[config.mk]
export PLATFORM = sky130hd
export DESIGN_NAME = bgb_regs
export DESIGN_NICKNAME = d
export VERILOG_FILES = /design/src/rtl/bgb_pkg.sv /design/src/rtl/bgb_regs.sv
export SDC_FILE = /design/constraint.sdc
export NUM_CORES = 1
export LEC_CHECK = 0
export BUFFER_PORTS_ARGS = -buffer_cell sky130_fd_sc_hd__buf_2
export CAP_MARGIN = 15
export CORE_MARGIN = 8
export CORE_UTILIZATION = 45
export DETAILED_ROUTE_END_ITERATION = 8
export PLACE_DENSITY = 0.78
export SYNTH_ARGS = -nofsm -noshare
export SYNTH_HDL_FRONTEND = slang
export SYNTH_SLANG_ARGS = --single-unit
[constraint.sdc]
create_clock -name clk -period 5.5 [get_ports clk]
set_input_delay 1.1 -clock clk [delete_from_list [all_inputs] [get_ports clk]]
set_output_delay 1.1 -clock clk [all_outputs]
set_load 0.02 [all_outputs]
[src/rtl/bgb_pkg.sv]
// Shared types, constants and helper functions of the bitmap glyph blitter.
// Depends on nothing; every other file of the block but bgb_ram refers to it by scoped names.
package bgb_pkg;

	localparam int MAX_GLYPH_SIDE_DEF = 8;
	localparam int FONT_CHARS_DEF     = 256;

	localparam int STORE_DEPTH = 2048;
	localparam int STORE_AW    = 11;
	localparam int FONT_BYTE_W = 8;
	localparam int CODE_W      = 8;
	localparam int TEXT_W      = 10;
	localparam int COLOR_W     = 32;
	localparam int ADDR_W      = 32;
	localparam int PITCH_W     = 16;
	localparam int BPP_W       = 3;
	localparam int SIDE_CFG_W  = 4;

	localparam int APB_AW    = 5;
	localparam int APB_DW    = 32;
	localparam int REG_IDX_W = 3;

	localparam logic [REG_IDX_W-1:0] REG_FRAME_BASE      = 3'd0;
	localparam logic [REG_IDX_W-1:0] REG_LINE_PITCH      = 3'd1;
	localparam logic [REG_IDX_W-1:0] REG_BYTES_PER_PIXEL = 3'd2;
	localparam logic [REG_IDX_W-1:0] REG_GLYPH_WIDTH     = 3'd3;
	localparam logic [REG_IDX_W-1:0] REG_GLYPH_HEIGHT    = 3'd4;

	localparam logic MODE_LOAD = 1'b0;
	localparam logic MODE_DRAW = 1'b1;

	// Leftmost pixel of a glyph row sits in the most significant font bit.
	localparam int GLYPH_MSB = 7;

	localparam logic [BPP_W-1:0] BPP_MIN = 3'd1;
	localparam logic [BPP_W-1:0] BPP_MAX = 3'd4;

	typedef struct packed {
		logic [ADDR_W-1:0]     frame_base;
		logic [PITCH_W-1:0]    line_pitch;
		logic [BPP_W-1:0]      bytes_per_pixel;
		logic [SIDE_CFG_W-1:0] glyph_width;
		logic [SIDE_CFG_W-1:0] glyph_height;
	} cfg_t;

	typedef struct packed {
		logic load;
		logic capture;
		logic mul1;
		logic mul2;
		logic sum;
		logic fetch;
		logic emit;
	} cmd_t;

	typedef struct packed {
		logic in_valid;
		logic in_mode;
		logic draw_empty;
		logic out_free;
		logic row_end;
		logic glyph_end;
	} status_t;

	function automatic logic [BPP_W-1:0] bpp_sat(input logic [BPP_W-1:0] v);
		logic [BPP_W-1:0] r;
		priority if (v == '0) begin
			r = BPP_MIN;
		end else if (v > BPP_MAX) begin
			r = BPP_MAX;
		end else begin
			r = v;
		end
		return r;
	endfunction

	function automatic logic [COLOR_W-1:0] value_mask(input logic [BPP_W-1:0] bpp);
		logic [COLOR_W-1:0] m;
		unique case (bpp)
			3'd1:    m = 32'h0000_00FF;
			3'd2:    m = 32'h0000_FFFF;
			3'd3:    m = 32'h00FF_FFFF;
			default: m = 32'hFFFF_FFFF;
		endcase
		return m;
	endfunction

endpackage

[src/rtl/bgb_regs.sv]
// APB-style configuration register file of the glyph blitter.
// Depends on bgb_pkg for the register layout and the cfg_t bundle.
module bgb_regs (
	input  logic                        clk,
	input  logic                        arst_n,
	input  logic                        psel,
	input  logic                        penable,
	input  logic                        pwrite,
	input  logic [bgb_pkg::APB_AW-1:0]  paddr,
	input  logic [bgb_pkg::APB_DW-1:0]  pwdata,
	output logic [bgb_pkg::APB_DW-1:0]  prdata,
	output logic                        pready,
	output bgb_pkg::cfg_t               cfg
);

	bgb_pkg::cfg_t                    cfg_q;
	logic [bgb_pkg::REG_IDX_W-1:0]    idx;
	logic                             wr_en;

	assign pready = 1'b1;
	assign idx    = paddr[bgb_pkg::APB_AW-1:2];
	assign wr_en  = psel && penable && pwrite && pready;
	assign cfg    = cfg_q;

	always_ff @(posedge clk or negedge arst_n) begin
		if (!arst_n) begin
			cfg_q.frame_base      <= '0;
			cfg_q.line_pitch      <= 16'd4096;
			cfg_q.bytes_per_pixel <= 3'd4;
			cfg_q.glyph_width     <= 4'd8;
			cfg_q.glyph_height    <= 4'd8;
		end else if (wr_en) begin
			unique case (idx)
				bgb_pkg::REG_FRAME_BASE:      cfg_q.frame_base <= pwdata;
				bgb_pkg::REG_LINE_PITCH:
					cfg_q.line_pitch <= pwdata[bgb_pkg::PITCH_W-1:0];
				bgb_pkg::REG_BYTES_PER_PIXEL:
					cfg_q.bytes_per_pixel <= pwdata[bgb_pkg::BPP_W-1:0];
				bgb_pkg::REG_GLYPH_WIDTH:
					cfg_q.glyph_width <= pwdata[bgb_pkg::SIDE_CFG_W-1:0];
				bgb_pkg::REG_GLYPH_HEIGHT:
					cfg_q.glyph_height <= pwdata[bgb_pkg::SIDE_CFG_W-1:0];
				default: ;
			endcase
		end
	end

	always_comb begin
		unique case (idx)
			bgb_pkg::REG_FRAME_BASE:      prdata = cfg_q.frame_base;
			bgb_pkg::REG_LINE_PITCH:      prdata = bgb_pkg::APB_DW'(cfg_q.line_pitch);
			bgb_pkg::REG_BYTES_PER_PIXEL: prdata = bgb_pkg::APB_DW'(cfg_q.bytes_per_pixel);
			bgb_pkg::REG_GLYPH_WIDTH:     prdata = bgb_pkg::APB_DW'(cfg_q.glyph_width);
			bgb_pkg::REG_GLYPH_HEIGHT:    prdata = bgb_pkg::APB_DW'(cfg_q.glyph_height);
			default:                      prdata = '0;
		endcase
	end

endmodule

# [Word level (Yosys, flattened, before mapping)]
# Index checks and enable logic that the tools add are counted.
[totals] elab_cells=18 reg_bits=59
[classes] mux=1 reduce_logical=8 eq_ne=4
[op_table] op="one-hot mux 32 bit (5 select lines)" count=1
[op_table] op="AND reduction 2 bit" count=5
[op_table] op="equality test 3 x 2 -> 1 bit (second input constant)" count=2
[op_table] op="equality test 3 x 1 -> 1 bit (second input constant)" count=1
[op_table] op="equality test 3 bit (second input constant)" count=1
[op_table] op="logical NOT 3 bit" count=1
[op_table] op="logical AND 1 bit" count=2

# [Longest topological paths before layout]
[depth] ltp_word=3 ltp_mapped=6 ltp_nobuf=3

# [Worst setup path before layout]
# OpenSTA, ideal clock, no wires.
[synth_path] path_type="in2out" start="input paddr[3] (netlist bit)" end="output prdata[10] (netlist bit)" path_slack_ns=2.120 t_required_ns=4.400 n_path_buf=2 arrival_time_ns=2.280 cell_stages=4 path_cell_list="clkbuf_1 -> nor3_2 -> clkbuf_1 -> a22o_1"
[synth_between] elab_chain_cells=2 elab_cells_between_ends=6 cone_classes="eq/ne (4); mux (1); reduce/logical (1)"
[synth_lines] element="start, declared" line_no="bgb_regs.sv:9" source="input logic [bgb_pkg::APB_AW-1:0] paddr,"
[synth_lines] element="equality test 3 bit, or another cell as far along" line_no="bgb_regs.sv:49" source="unique case (idx)"
[synth_lines] element="one-hot mux 32 bit (5 select lines) *" line_no="bgb_regs.sv:49"
[synth_lines] element="end, declared" line_no="bgb_regs.sv:11" source="output logic [bgb_pkg::APB_DW-1:0] prdata,"
# Mark *: on every way between the ends. The rest lies on a longest branch, timed or not.

# [Worst setup path in the final report]
[layout_path] start="input paddr[2] (netlist bit)" end="output prdata[14] (netlist bit)"
# The elaborated chain is that of the path after synthesis.

==> summary.md <==
| Metric | Value |
|---|---|
| Largest net degree at the start of global routing | `60` |
| Wire length on met3 | `666 um` |
| Clock share of power | `28.3%` |
| Residual DRC | `0` |
| WL per Instance | `17.5 um` |
| Sequential share of power | `42.4%` |
| Highest metal used | `met4` |
| CP max FO | `16` |
| CTS tree | `built` |
| Ranking of synthesized cells by area | `dfrtp_1 (48%), mux2_4 (16%), mux2_2 (13%)` |
| Diode count | `0` |
| CP max stage delay | `0.77 ns` |
| EDFF count, synth | `0` |
| Synth Cell Area | `2840 sq um` |
| DR vias | `2049` |
| Fin crit share | `71.7%` |
| Fin. Hold Viols | `0` |
| Syn avg cell area | `14.9 sq um` |
| Worst R2R Path Depth | `1` |
| Routability cong. | `0.789` |
| First-pass GRT wire length | `11000 um` |
| Hold Path Class | `flip-flop to flip-flop` |
| Max cap viols | `0` |
| # port buffers | `130` |
| R2r setup slk | `4.71 ns` |
| Hold Path Stages | `1` |
| Setup WS pre-CTS | `1.55 ns` |
| Setup crit end | `prdata[14]` |
| F_max | `254 MHz` |
| Max reg flops | `59` |
| Drt initial violations | `57` |
| CP delay by family, top | `simple AND/OR/NAND/NOR gates` |
| CTS max path bufs | `2` |
| Worst-margin pin slew | `1.08 ns` |
| Dominant cell type by area after synthesis | `dfrtp_1` |
| CP Depth | `5` |
| Most used cell, CP | `buf_2` |
| Crit path launch | `paddr[2]` |
| Status | `completed` |
| Yosys warnings | `0` |
| Share of cells above drive strength 1 | `66.9%` |
| Slew Limit Fails | `0` |
| CTS Root Cell | `clkbuf_8` |
| Fraction of registers with async set/reset | `100%` |
| Die area | `9110 sq um` |
| Sw Ratio | `31.8%` |
| M1 WL | `2850 um` |
| Reg clk slew, reported paths | `0.05 ns` |
| Syn-to-layout area delta | `29.6%` |
| Crit path cell chain | `buf_2, and2b_1, nor2b_1, a22o_1, buf_2` |
| Netlist cell types | `29` |
| Syn_nets | `233` |
| Seq/Total Area, Yosys | `52.1%` |
| Headroom to the max-slew limit | `28.2%` |
| Pint | `0.945 mW` |
| End of the worst register-to-register path | `cfg[31]` |
| Worst path slowest cell | `nor2b_1` |
| CTS Buf Count | `9` |
| Std cell rows | `29` |
| Post-route ant nets | `0` |
| Logic pwr share | `29.3%` |
| Buf/Inv on CP | `2` |
| Initial antenna violation count | `0` |
| Clock Latency Late Sink | `0.32 ns` |
| RSZ-0062 raised after global routing | `no` |
| Pwr/cell area | `376 nW/um^2` |
| Postcts setup bufs | `0` |
| Io pins | `134` |
| CP required | `4.40 ns` |
| CTS sink count | `59` |
| Fin crit period | `3.94 ns` |
| Setup crit start kind | `primary input` |
| Setup skew after layout | `0 ns` |
| Pre-antenna DRT Iters | `4` |
| GRT Util Overall | `15.5%` |
| WS Path Type | `primary input to output pin` |
| Core area | `6240 sq um` |
| R2R Path Start | `cfg[31]` |
| Die Ht | `95.5 um` |
| Final setup TNS | `0 ns` |
| Switching power | `0.440 mW` |
| Die Width | `95.5 um` |
| Hold slack | `0.522 ns` |
| Congestion Overflow GR | `0` |
| Final Setup Violations | `0` |
| Dpl hpwl | `5090 um` |
| Pleak | `2.05 nW` |
| Layout Nets | `362` |
| Synthesis-stage register bit count | `59` |
| Worst Path Arrival | `2.84 ns` |
| Vias per std cell | `5.12` |
| Post-synthesis cell count | `191` |
| Starting density of the core | `45.5%` |
| CTS Hold Bufs | `0` |
| Synth Flop Type | `dfrtp_1` |
| Number of global-route vias before repair | `2184` |
| PostCTS Resize Cnt | `0` |
| Fin worst setup slack | `1.56 ns` |
| Synth top area share | `48.4%` |
| Worst vdd ir | `205 uV` |
| Htree depth | `3` |
| Crit end category | `output pin` |
| Post-Route WL | `7010 um` |
| Routed length on met2 | `3390 um` |
power by group through the flow:
stage | logic, mW | registers, mW | clock network [mW]
3_5_place_dp | 0.413 | 0.594 | 0
4_1_cts | 0.414 | 0.588 | 0.406
6_report | 0.406 | 0.588 | 0.392
2_1_floorplan | 0.154 | 0.692 | 0
5_1_grt | 0.432 | 0.601 | 0.423
3_3_place_gp | 0.405 | 0.589 | 0
layout by cell type, fill, tap and decap left out:
cell type,synthesis,final
bufinv_16,0,1
nor3b_1,4,4
and4bb_2,1,1
and2b_1,1,1
nor3_1,1,1
nand4b_4,1,1
conb_1,1,1
a21oi_1,3,3
nor3_4,0,1
o22ai_1,3,3
nor3b_4,1,1
mux2i_1,1,1
mux2_2,32,32
nor2_1,1,1
a22oi_1,3,3
buf_2,0,130
or3_2,0,1
a22o_1,12,12
dfstp_2,4,4
clkinv_2,0,1
a31oi_1,1,1
nand4_1,1,1
and2_1,16,16
clkbuf_8,0,12
nor2b_1,2,2
o31ai_1,1,1
mux2_4,30,30
buf_4,2,1
dfrtp_1,55,55
nand2_1,1,1
layout make-up:
type	instances	area [sq um]
fillers	530	2560
flip-flops and latches	59	1480
multi-input cells	119	1250
repair buffers	131	658
clock buffers	12	165
well taps	77	96.3
clock inverters	2	35.0
kinds of logic after synthesis:
kind of cell,synth area share (%)
mux,28.9
simple gates,8.45
other cells,0.132
flops,52.1
compound gates,6.16
buf+inv,4.23
metrics by stage:
step	power, mW	instances	cell area, sq um	utilization [%]
floorplan	0.847	191	2840	-
global placement	0.994	386	3480	55.8
detailed placement	1.01	386	3480	55.8
CTS	1.41	400	3680	59.0
global route	1.46	400	3680	59.0
finish	1.39	400	3680	59.0
cells in the mapped netlist (3+ instances only):
master and count:
nor3b_1 4, buf_12 3, o22ai_1 3, and2_1 16, mux2_4 30, clkbuf_1 6
a22o_1 12, dfrtp_1 55, dfstp_2 4, a22oi_1 3, a21oi_1 3, mux2_2 32
worst min path at each step:
stage | from | endpoint | slack, ns
floorplan | cfg[45] | cfg[45] | 0.65
global placement | cfg[46] | cfg[46] | 0.50
detailed placement | cfg[48] | cfg[48] | 0.51
CTS | cfg[48] | cfg[48] | 0.53
global route | cfg[54] | cfg[54] | 0.54
finish | cfg[52] | cfg[52] | 0.52
layer usage:
layer | global-route usage, % | vias up
met4 | 6.79 | 0
met2 | 25.0 | 81
li1 | - | 949
met3 | 5.28 | 10
met1 | 18.5 | 1009
met5 | 0 | -
(Power assumes the default switching activity.)
