[config.mk]
export PLATFORM = sky130hd
export DESIGN_NAME = bgb_ctrl
export DESIGN_NICKNAME = d
export VERILOG_FILES = /design/src/rtl/bgb_pkg.sv /design/src/rtl/bgb_ctrl.sv
export SDC_FILE = /design/constraint.sdc
export NUM_CORES = 1
export LEC_CHECK = 0
export BUFFER_PORTS_ARGS = -buffer_cell sky130_fd_sc_hd__buf_4
export CORE_AREA = 4 4 41 43
export CTS_CLUSTER_SIZE = 25
export DETAILED_ROUTE_END_ITERATION = 7
export DIE_AREA = 0 0 45 47
export PLACE_DENSITY = 0.49
export SETUP_SLACK_MARGIN = 0.05
export SYNTH_ARGS = -nofsm -noshare
export SYNTH_HDL_FRONTEND = slang
export SYNTH_SLANG_ARGS = --single-unit
[constraint.sdc]
create_clock -name clk -period 1.65 [get_ports clk]
set_input_delay 0.33 -clock clk [delete_from_list [all_inputs] [get_ports clk]]
set_output_delay 0.33 -clock clk [all_outputs]
set_load 0.05 [all_outputs]
[src/rtl/bgb_pkg.sv]
// Shared types, constants and helper functions of the bitmap glyph blitter.
// Depends on nothing; every other file of the block but bgb_ram refers to it by scoped names.
package bgb_pkg;

	localparam int MAX_GLYPH_SIDE_DEF = 8;
	localparam int FONT_CHARS_DEF     = 256;

	localparam int STORE_DEPTH = 2048;
	localparam int STORE_AW    = 11;
	localparam int FONT_BYTE_W = 8;
	localparam int CODE_W      = 8;
	localparam int TEXT_W      = 10;
	localparam int COLOR_W     = 32;
	localparam int ADDR_W      = 32;
	localparam int PITCH_W     = 16;
	localparam int BPP_W       = 3;
	localparam int SIDE_CFG_W  = 4;

	localparam int APB_AW    = 5;
	localparam int APB_DW    = 32;
	localparam int REG_IDX_W = 3;

	localparam logic [REG_IDX_W-1:0] REG_FRAME_BASE      = 3'd0;
	localparam logic [REG_IDX_W-1:0] REG_LINE_PITCH      = 3'd1;
	localparam logic [REG_IDX_W-1:0] REG_BYTES_PER_PIXEL = 3'd2;
	localparam logic [REG_IDX_W-1:0] REG_GLYPH_WIDTH     = 3'd3;
	localparam logic [REG_IDX_W-1:0] REG_GLYPH_HEIGHT    = 3'd4;

	localparam logic MODE_LOAD = 1'b0;
	localparam logic MODE_DRAW = 1'b1;

	// Leftmost pixel of a glyph row sits in the most significant font bit.
	localparam int GLYPH_MSB = 7;

	localparam logic [BPP_W-1:0] BPP_MIN = 3'd1;
	localparam logic [BPP_W-1:0] BPP_MAX = 3'd4;

	typedef struct packed {
		logic [ADDR_W-1:0]     frame_base;
		logic [PITCH_W-1:0]    line_pitch;
		logic [BPP_W-1:0]      bytes_per_pixel;
		logic [SIDE_CFG_W-1:0] glyph_width;
		logic [SIDE_CFG_W-1:0] glyph_height;
	} cfg_t;

	typedef struct packed {
		logic load;
		logic capture;
		logic mul1;
		logic mul2;
		logic sum;
		logic fetch;
		logic emit;
	} cmd_t;

	typedef struct packed {
		logic in_valid;
		logic in_mode;
		logic draw_empty;
		logic out_free;
		logic row_end;
		logic glyph_end;
	} status_t;

	function automatic logic [BPP_W-1:0] bpp_sat(input logic [BPP_W-1:0] v);
		logic [BPP_W-1:0] r;
		priority if (v == '0) begin
			r = BPP_MIN;
		end else if (v > BPP_MAX) begin
			r = BPP_MAX;
		end else begin
			r = v;
		end
		return r;
	endfunction

	function automatic logic [COLOR_W-1:0] value_mask(input logic [BPP_W-1:0] bpp);
		logic [COLOR_W-1:0] m;
		unique case (bpp)
			3'd1:    m = 32'h0000_00FF;
			3'd2:    m = 32'h0000_FFFF;
			3'd3:    m = 32'h00FF_FFFF;
			default: m = 32'hFFFF_FFFF;
		endcase
		return m;
	endfunction

endpackage

[src/rtl/bgb_ctrl.sv]
// Sequencer of the glyph blitter: steps the datapath through setup, row fetch and pixels.
// Depends on bgb_pkg for the command and status bundles.
module bgb_ctrl (
	input  logic               clk,
	input  logic               arst_n,
	input  bgb_pkg::status_t   status,
	output bgb_pkg::cmd_t      cmd,
	output logic               in_ready
);

	typedef enum logic [2:0] {
		ST_IDLE,
		ST_MUL1,
		ST_MUL2,
		ST_SUM,
		ST_FETCH,
		ST_PIXEL
	} state_t;

	state_t state_q;

	assign in_ready = (state_q == ST_IDLE);

	always_comb begin
		cmd = '0;
		unique case (state_q)
			ST_IDLE: begin
				cmd.load    = status.in_valid && (status.in_mode == bgb_pkg::MODE_LOAD);
				cmd.capture = status.in_valid && (status.in_mode == bgb_pkg::MODE_DRAW) &&
				              !status.draw_empty;
			end
			ST_MUL1:  cmd.mul1  = 1'b1;
			ST_MUL2:  cmd.mul2  = 1'b1;
			ST_SUM:   cmd.sum   = 1'b1;
			ST_FETCH: cmd.fetch = 1'b1;
			ST_PIXEL: cmd.emit  = status.out_free;
			default: ;
		endcase
	end

	always_ff @(posedge clk or negedge arst_n) begin
		if (!arst_n) begin
			state_q <= ST_IDLE;
		end else begin
			unique case (state_q)
				ST_IDLE: begin
					if (cmd.capture) begin
						state_q <= ST_MUL1;
					end
				end
				ST_MUL1:  state_q <= ST_MUL2;
				ST_MUL2:  state_q <= ST_SUM;
				ST_SUM:   state_q <= ST_FETCH;
				ST_FETCH: state_q <= ST_PIXEL;
				ST_PIXEL: begin
					if (status.out_free && status.row_end) begin
						state_q <= status.glyph_end ? ST_IDLE : ST_FETCH;
					end
				end
				default: state_q <= ST_IDLE;
			endcase
		end
	end

endmodule

Yosys cells after proc, flatten, opt, wreduce, memory -nomap -nowiden
Index checks and enable logic that the tools add are counted.
{"block": "word_totals", "wordCells": 26, "reg_bits": 3, "in_bits": 8}
{"block": "op_classes", "bitwise": 1, "muxes": 10, "reduce_logical": 7, "eq_ne": 7}
{"cell": "$pmux 3 s6", "count": 1}
{"cell": "$mux 3", "count": 3}
{"cell": "$eq 3x2->1 const B", "count": 2}
{"cell": "$eq 3x3->1 const B", "count": 2}
{"cell": "$mux 1", "count": 5}
{"cell": "$logic_and 1x1->1", "count": 4}
{"cell": "$ne 2x2->1 const B", "count": 2}
{"cell": "$eq 3x1->1 const B", "count": 1}
{"cell": "$logic_not 3->1", "count": 1}
{"cell": "$mux 2", "count": 1}
{"cell": "$reduce_and 2->1", "count": 1}
{"cell": "$logic_not 1->1", "count": 1}
{"cell": "$not 1->1", "count": 1}

Logic depth before layout (Yosys ltp)
Gate-level depths: netlist (run 1).
{"block": "logic_depth", "ltp_word": 5, "mapped_depth": 3}

Least setup slack after synthesis (run 1)
Ideal clock, no wire load.
{"block": "synth_timing", "path_kind": "register to output", "start": "reg state_q[1]", "end": "out cmd[3] (netlist bit)", "stages_incl_launch_ff": 3, "t_required_ns": 1.320, "path_slack_ns": -0.244, "arrival_ns": 1.564, "path_cell_list": "dfrtp_1 inv_1 nor3_1"}
{"item": "from (decl)", "line": "bgb_ctrl.sv:20", "text": "state_t state_q;"}
{"item": "from (signal assigned)", "line": "bgb_ctrl.sv:57", "text": "state_q <= status.glyph_end ? ST_IDLE : ST_FETCH;"}
{"item": "to (decl)", "line": "bgb_ctrl.sv:7", "text": "output bgb_pkg::cmd_t cmd,"}

==> reports/metrics.yaml, run 1 <==
global_routing:
  grt_max_degree: 7
  grt_pass1_wl_um: 1090
  overflow: 0
  groute.usage.overall_pct: 7.44
  antenna_found_initial: 0
  grt_pass1_vias: 272
power:
  ir_drop_mv: 1.17
  power_density_nw_per_um2: 2060
  total_power_mw: 1.05
  power.leakage_nw: 0.248
route:
  viasPerCell: 4.28
  vias: 278
  ant_nets: 0
  first_iter_violations: 0
  drc: 0
  drt_first_pass_iters: 1
  avgRoutedWirePerCell_um: 11.7
  totalWireLength_um: 759
floorplanning:
  core-area_um2: 1300
  rows: 13
  die_y_um: 47
  die_area_um2: 2120
  die_width_um: 45
  ios: 16
  floorplan.initialDensity_pct: 16.0
finish:
  drive_gt1_share_pct: 72.0
  top_regs: "state_q x3"
  regMostFlops: "state_q"
  final_cell_count_no_fill: 65
  largest_reg_flops: 3
  design_area_um2: 510
  n_antenna_cell: 0
  syn_to_final_growth_pct: 146
  finalNetCount: 59
timing:
  tightest_slew_ps: 177
  setup_viol: 3
  rsz0062_at_grt: "true"
  fin_crit_ps: 1730
  worst_slack_ps: -76.4
  maxSlewViolCount: 0
  worst_clock_skew_ps: 5.08
  max_freq_mhz: 579
  period_share_pct: 105
  finalHoldViolCount: 0
  slew_headroom_pct: 88.1
outcome:
  status: "complete, but fails checks"
  violations: "setup timing"
synthesis:
  synth_edf_count: 0
  synthFlopType: "dfrtp_1"
  synthesis.area_um2: 208
  synth.distinct_cells: 18
  synth.area.top_cells: "dfrtp_1, nor3b_2, nor2_1"
  syn_nets: 32
  synth_common_cells: "dfrtp_1, nor2_1, inv_1, nand2_1"
  yosysSeqAreaShare_pct: 36.1
  synthCells: 24
  yosysTopAreaCell: "dfrtp_1"
  synth-seq-cells: 3
  async_flop_share_pct: 100
  synthDominantCellAreaShare_pct: 36.1
  syn_area_per_cell_um2: 8.65
  synth_warnings: 0
setup_path:
  crit_path_end_kind: "output pin"
  startpoint_type: "register"
  path_max_fanout: 3
  required_ps: 1320
  crit_type: "register to output pin"
  critical_path_arrival_ps: 1400
clock_tree:
  h-tree-depth: 1
  numCtsBuffers: 3
  cts_tree: "done"
  clk_latency_ps: 230
  clock_path_buffers: 2
  cts_sinks: 3
  cts_root_buf: "clkbuf_4"
  clk_pin_slew_ps: 40
run:
  cap_violations: 0
placement:
  place_inst: 57
  dp_hpwl_um: 528
  gp_congestion: 0.730
  io_buffers: 15
  place_area_um2: 379
  detailedPlace.worstSlack_ps: 130
worst_hold_path:
  hp-class: "input pin to async pin"
==> logic make-up after synthesis <==
family	Yosys count	share of synthesized area, %
and+or+nand+nor	17	54.2
buffers and inverters	2	3.62
AOI/OAI and AO/OA	2	6.02
DFF	3	36.1
==> placed cells by master, fill, tap and decap left out, types with 2 or more instances in the layout <==
cell type   n
buf_4      13
buf_6       6
clkbuf_4    3
dfrtp_1     3
nor3_4      2
nand2_1     2
buf_8       2
==> metrics by stage <==
stage                     hold slack (ps)  util [%]  setup TNS (ps)
after floorplan                      34.4         -           -24.7
after global placement                121      29.1               0
after detailed placement              122      29.1               0
after CTS                             413      34.5            -191
after global routing                  412      39.2            -290
final                                 418      39.2            -183
==> timing repair <==
action,4_1_cts,5_1_grt
endpoints found under the hold margin,3,0
pin swaps,3,4
endpoints found under the setup margin,7,8
buffers inserted,0,4
resized for setup,10,9
hold buffers,1,0
==> path summary, 6_finish.rpt <==
kind | from | end | slack, ps | cells past startpoint
worst max-delay path | state_q[2] | cmd[6] | -80 | 3
worst min-delay path | arst_n | state_q[1] | 420 | 2
worst max register to register | state_q[1] | state_q[1] | 500 | 4
worst min register to register | state_q[0] | state_q[2] | 760 | 3
max in group asynchronous | arst_n | state_q[0] | 1130 | 2
min in group clk | status[0] | state_q[2] | 420 | 3
==> layout make-up <==
| type | count | area [µm²] |
|---|---|---|
| Tap cell | 15 | 18.8 |
| Clock buffer | 4 | 26.3 |
| Inverter | 2 | 7.51 |
| Timing Repair Buffer | 22 | 205 |
| Sequential cell | 3 | 75.1 |
| Multi-Input combinational cell | 19 | 178 |
| Fill cell | 132 | 791 |
==> metal layers <==
layer / GRT usage, % / wire length [µm] / part of all wire, %
met1: 7.78 / 297 / 39
met2: 11.9 / 401 / 53
met3: 2.30 / 60 / 7.9
met4: 7.02 / 0 / 0
met5: 0 / 0 / 0
==> power by group <==
group          leakage (nW)  internal (mW)  total, mW  switching, mW
clock network        0.0150         0.0907      0.130         0.0389
logic                 0.195          0.341      0.796          0.455
registers            0.0381          0.106      0.124         0.0178
==> critical path, cell delays in order, from the launching register on <==
cell     delay [ps]
dfrtp_1         370
or3_4           430
nor3b_4         190
buf_6           180
Note: power is estimated with default switching activity, not from simulation.
==> run 2, diff against run 1 <==
--- a/config.mk
+++ b/config.mk
@@ -11,7 +11,7 @@
 export DETAILED_ROUTE_END_ITERATION = 7
 export DIE_AREA = 0 0 45 47
 export PLACE_DENSITY = 0.49
-export SETUP_SLACK_MARGIN = 0.05
+export SETUP_SLACK_MARGIN = 0.02
 export SYNTH_ARGS = -nofsm -noshare
 export SYNTH_HDL_FRONTEND = slang
 export SYNTH_SLANG_ARGS = --single-unit
==> reports/metrics.yaml, run 2 (same netlist as run 1, synthesis figures left out) <==
outcome:
  violations: "setup timing"
  status: "complete, but fails checks"
setup_path:
  required_ps: 1320
  crit_type: "register to output pin"
  worstReg2RegStart: "state_q[1]"
  crit_start: "state_q[2]"
  r2r_slack_ps: 540
  cp_slowest_cell: "or3_4"
  crit_path_end_kind: "output pin"
  startpoint_type: "register"
  path_max_fanout: 3
  critical_path_arrival_ps: 1400
  slowest_delay_ps: 430
  path_buf_inv: 1
  cp_cell_sequence: "or3_4 > nor3b_4 > buf_6"
  worst_path_dominant_cell_family: "simple AND/OR/NAND/NOR gates"
route:
  totalWireLength_um: 677
  vias: 260
  drt_first_pass_iters: 3
  drc: 0
  first_iter_violations: 2
  viasPerCell: 4.19
  avgRoutedWirePerCell_um: 10.9
  ant_nets: 0
power:
  p_int_uw: 483
  power_frac_seq_pct: 12.8
  power.switching_uw: 478
  power_density_nw_per_um2: 2040
  power.leakage_nw: 0.233
  ir_drop_mv: 1.09
  pwr-share-comb_pct: 73.7
  total_power_uw: 961
  clkPwrFrac_pct: 13.4
  p_sw_share_pct: 49.7
worst_hold_path:
  hp-class: "input pin to async pin"
floorplanning:
  die_area_um2: 2120
  rows: 13
  ios: 16
  core-area_um2: 1300
  die_y_um: 47
  die_width_um: 45
  floorplan.initialDensity_pct: 16.0
clock_tree:
  h-tree-depth: 1
  clk_latency_ps: 230
  cts_root_buf: "clkbuf_4"
  clk_pin_slew_ps: 40
  cts_tree: "done"
  numCtsBuffers: 3
  cts_sinks: 3
  clock_path_buffers: 2
run:
  cap_violations: 0
placement:
  io_buffers: 15
  dp_hpwl_um: 528
  place_inst: 57
  gp_congestion: 0.730
timing:
  worst_slack_ps: -76.0
  period_share_pct: 105
  worst_clock_skew_ps: 5.62
  slew_headroom_pct: 89.4
  tightest_slew_ps: 159
  finalHoldViolCount: 0
  fin_crit_ps: 1730
  max_freq_mhz: 579
  maxSlewViolCount: 0
  setup_viol: 2
  rsz0062_at_grt: "true"
global_routing:
  overflow: 0
  grt_max_degree: 7
  grt_pass1_wl_um: 1080
  groute.usage.overall_pct: 7.36
  grt_pass1_vias: 268
  antenna_found_initial: 0
finish:
  layout_common_cells: "buf_4, buf_6, clkbuf_4, dfrtp_1"
  multi_input_area_um2: 169
  largest_reg_flops: 3
  fillers: 137
  syn_to_final_growth_pct: 127
  top_regs: "state_q x3"
  final_cell_count_no_fill: 62
  n_antenna_cell: 0
  drive_gt1_share_pct: 68.1
  final_common_cell: "buf_4"
  finalNetCount: 56
  regMostFlops: "state_q"
  final-seq-area_um2: 75.1
-- run 2: cell types whose count changed in the layout (fill, tap and decap cells not counted) --
cell,delta
and3_2,+1
and3_4,-1
buf_4,-2
buf_8,-1
inv_1,+1
inv_2,-1
nor2_2,+1
nor2_4,-1
-- run 2: routing by layer --
layer | global-route usage, % | routed length, µm | vias to the layer above
li1 | - | - | 129
met1 | 7.55 | 275 | 120
met2 | 11.9 | 340 | 11
met3 | 2.30 | 60 | 0
met4 | 7.02 | 0 | 0
met5 | 0 | 0 | -
-- run 2: area by class of cell --
type / count / share of cell area (%)
flip-flops and latches: 3 / 15.9
multi-input cells: 19 / 35.8
inverters: 2 / 1.59
well taps: 15 / 3.98
repair buffers: 19 / 37.1
clock buffers: 4 / 5.57
-- run 2: metrics by stage --
stage                     instance area [µm²]  util [%]  setup slack, ps  hold slack (ps)  setup TNS, ps
after floorplan                           225         -            -24.7             34.4          -24.7
final                                     472      36.3            -76.0              418           -141
after global routing                      472      36.3             -114              412           -212
after global placement                    379      29.1              147              121              0
after detailed placement                  379      29.1              130              122              0
after CTS                                 433      33.3            -98.0              413           -191
-- run 2: worst paths after layout --
kind,endpoint,cells past startpoint
setup / recovery,cmd[6],3
hold reg to reg,state_q[2],3
setup reg to reg,state_q[1],4
max in group asynchronous,state_q[0],2
hold / removal,state_q[1],2
min in group clk,state_q[2],3
-- run 2: what timing repair did --
action / in CTS / in global routing
buffers inserted: 0 / 0
endpoints found under the hold margin: 3 / 0
gates resized for setup: 5 / 9
pin swaps: 3 / 2
setup endpoints to repair: 4 / 8
hold buffers: 1 / 0
-- run 2: power by group through the flow --
stage	Sequential [mW]	Combinational, mW	Clock, mW
after detailed placement	0.125	0.603	0
after CTS	0.124	0.625	0.133
after floorplan	0.145	0.387	0
final	0.123	0.709	0.129
after global routing	0.126	0.751	0.143
after global placement	0.124	0.600	0
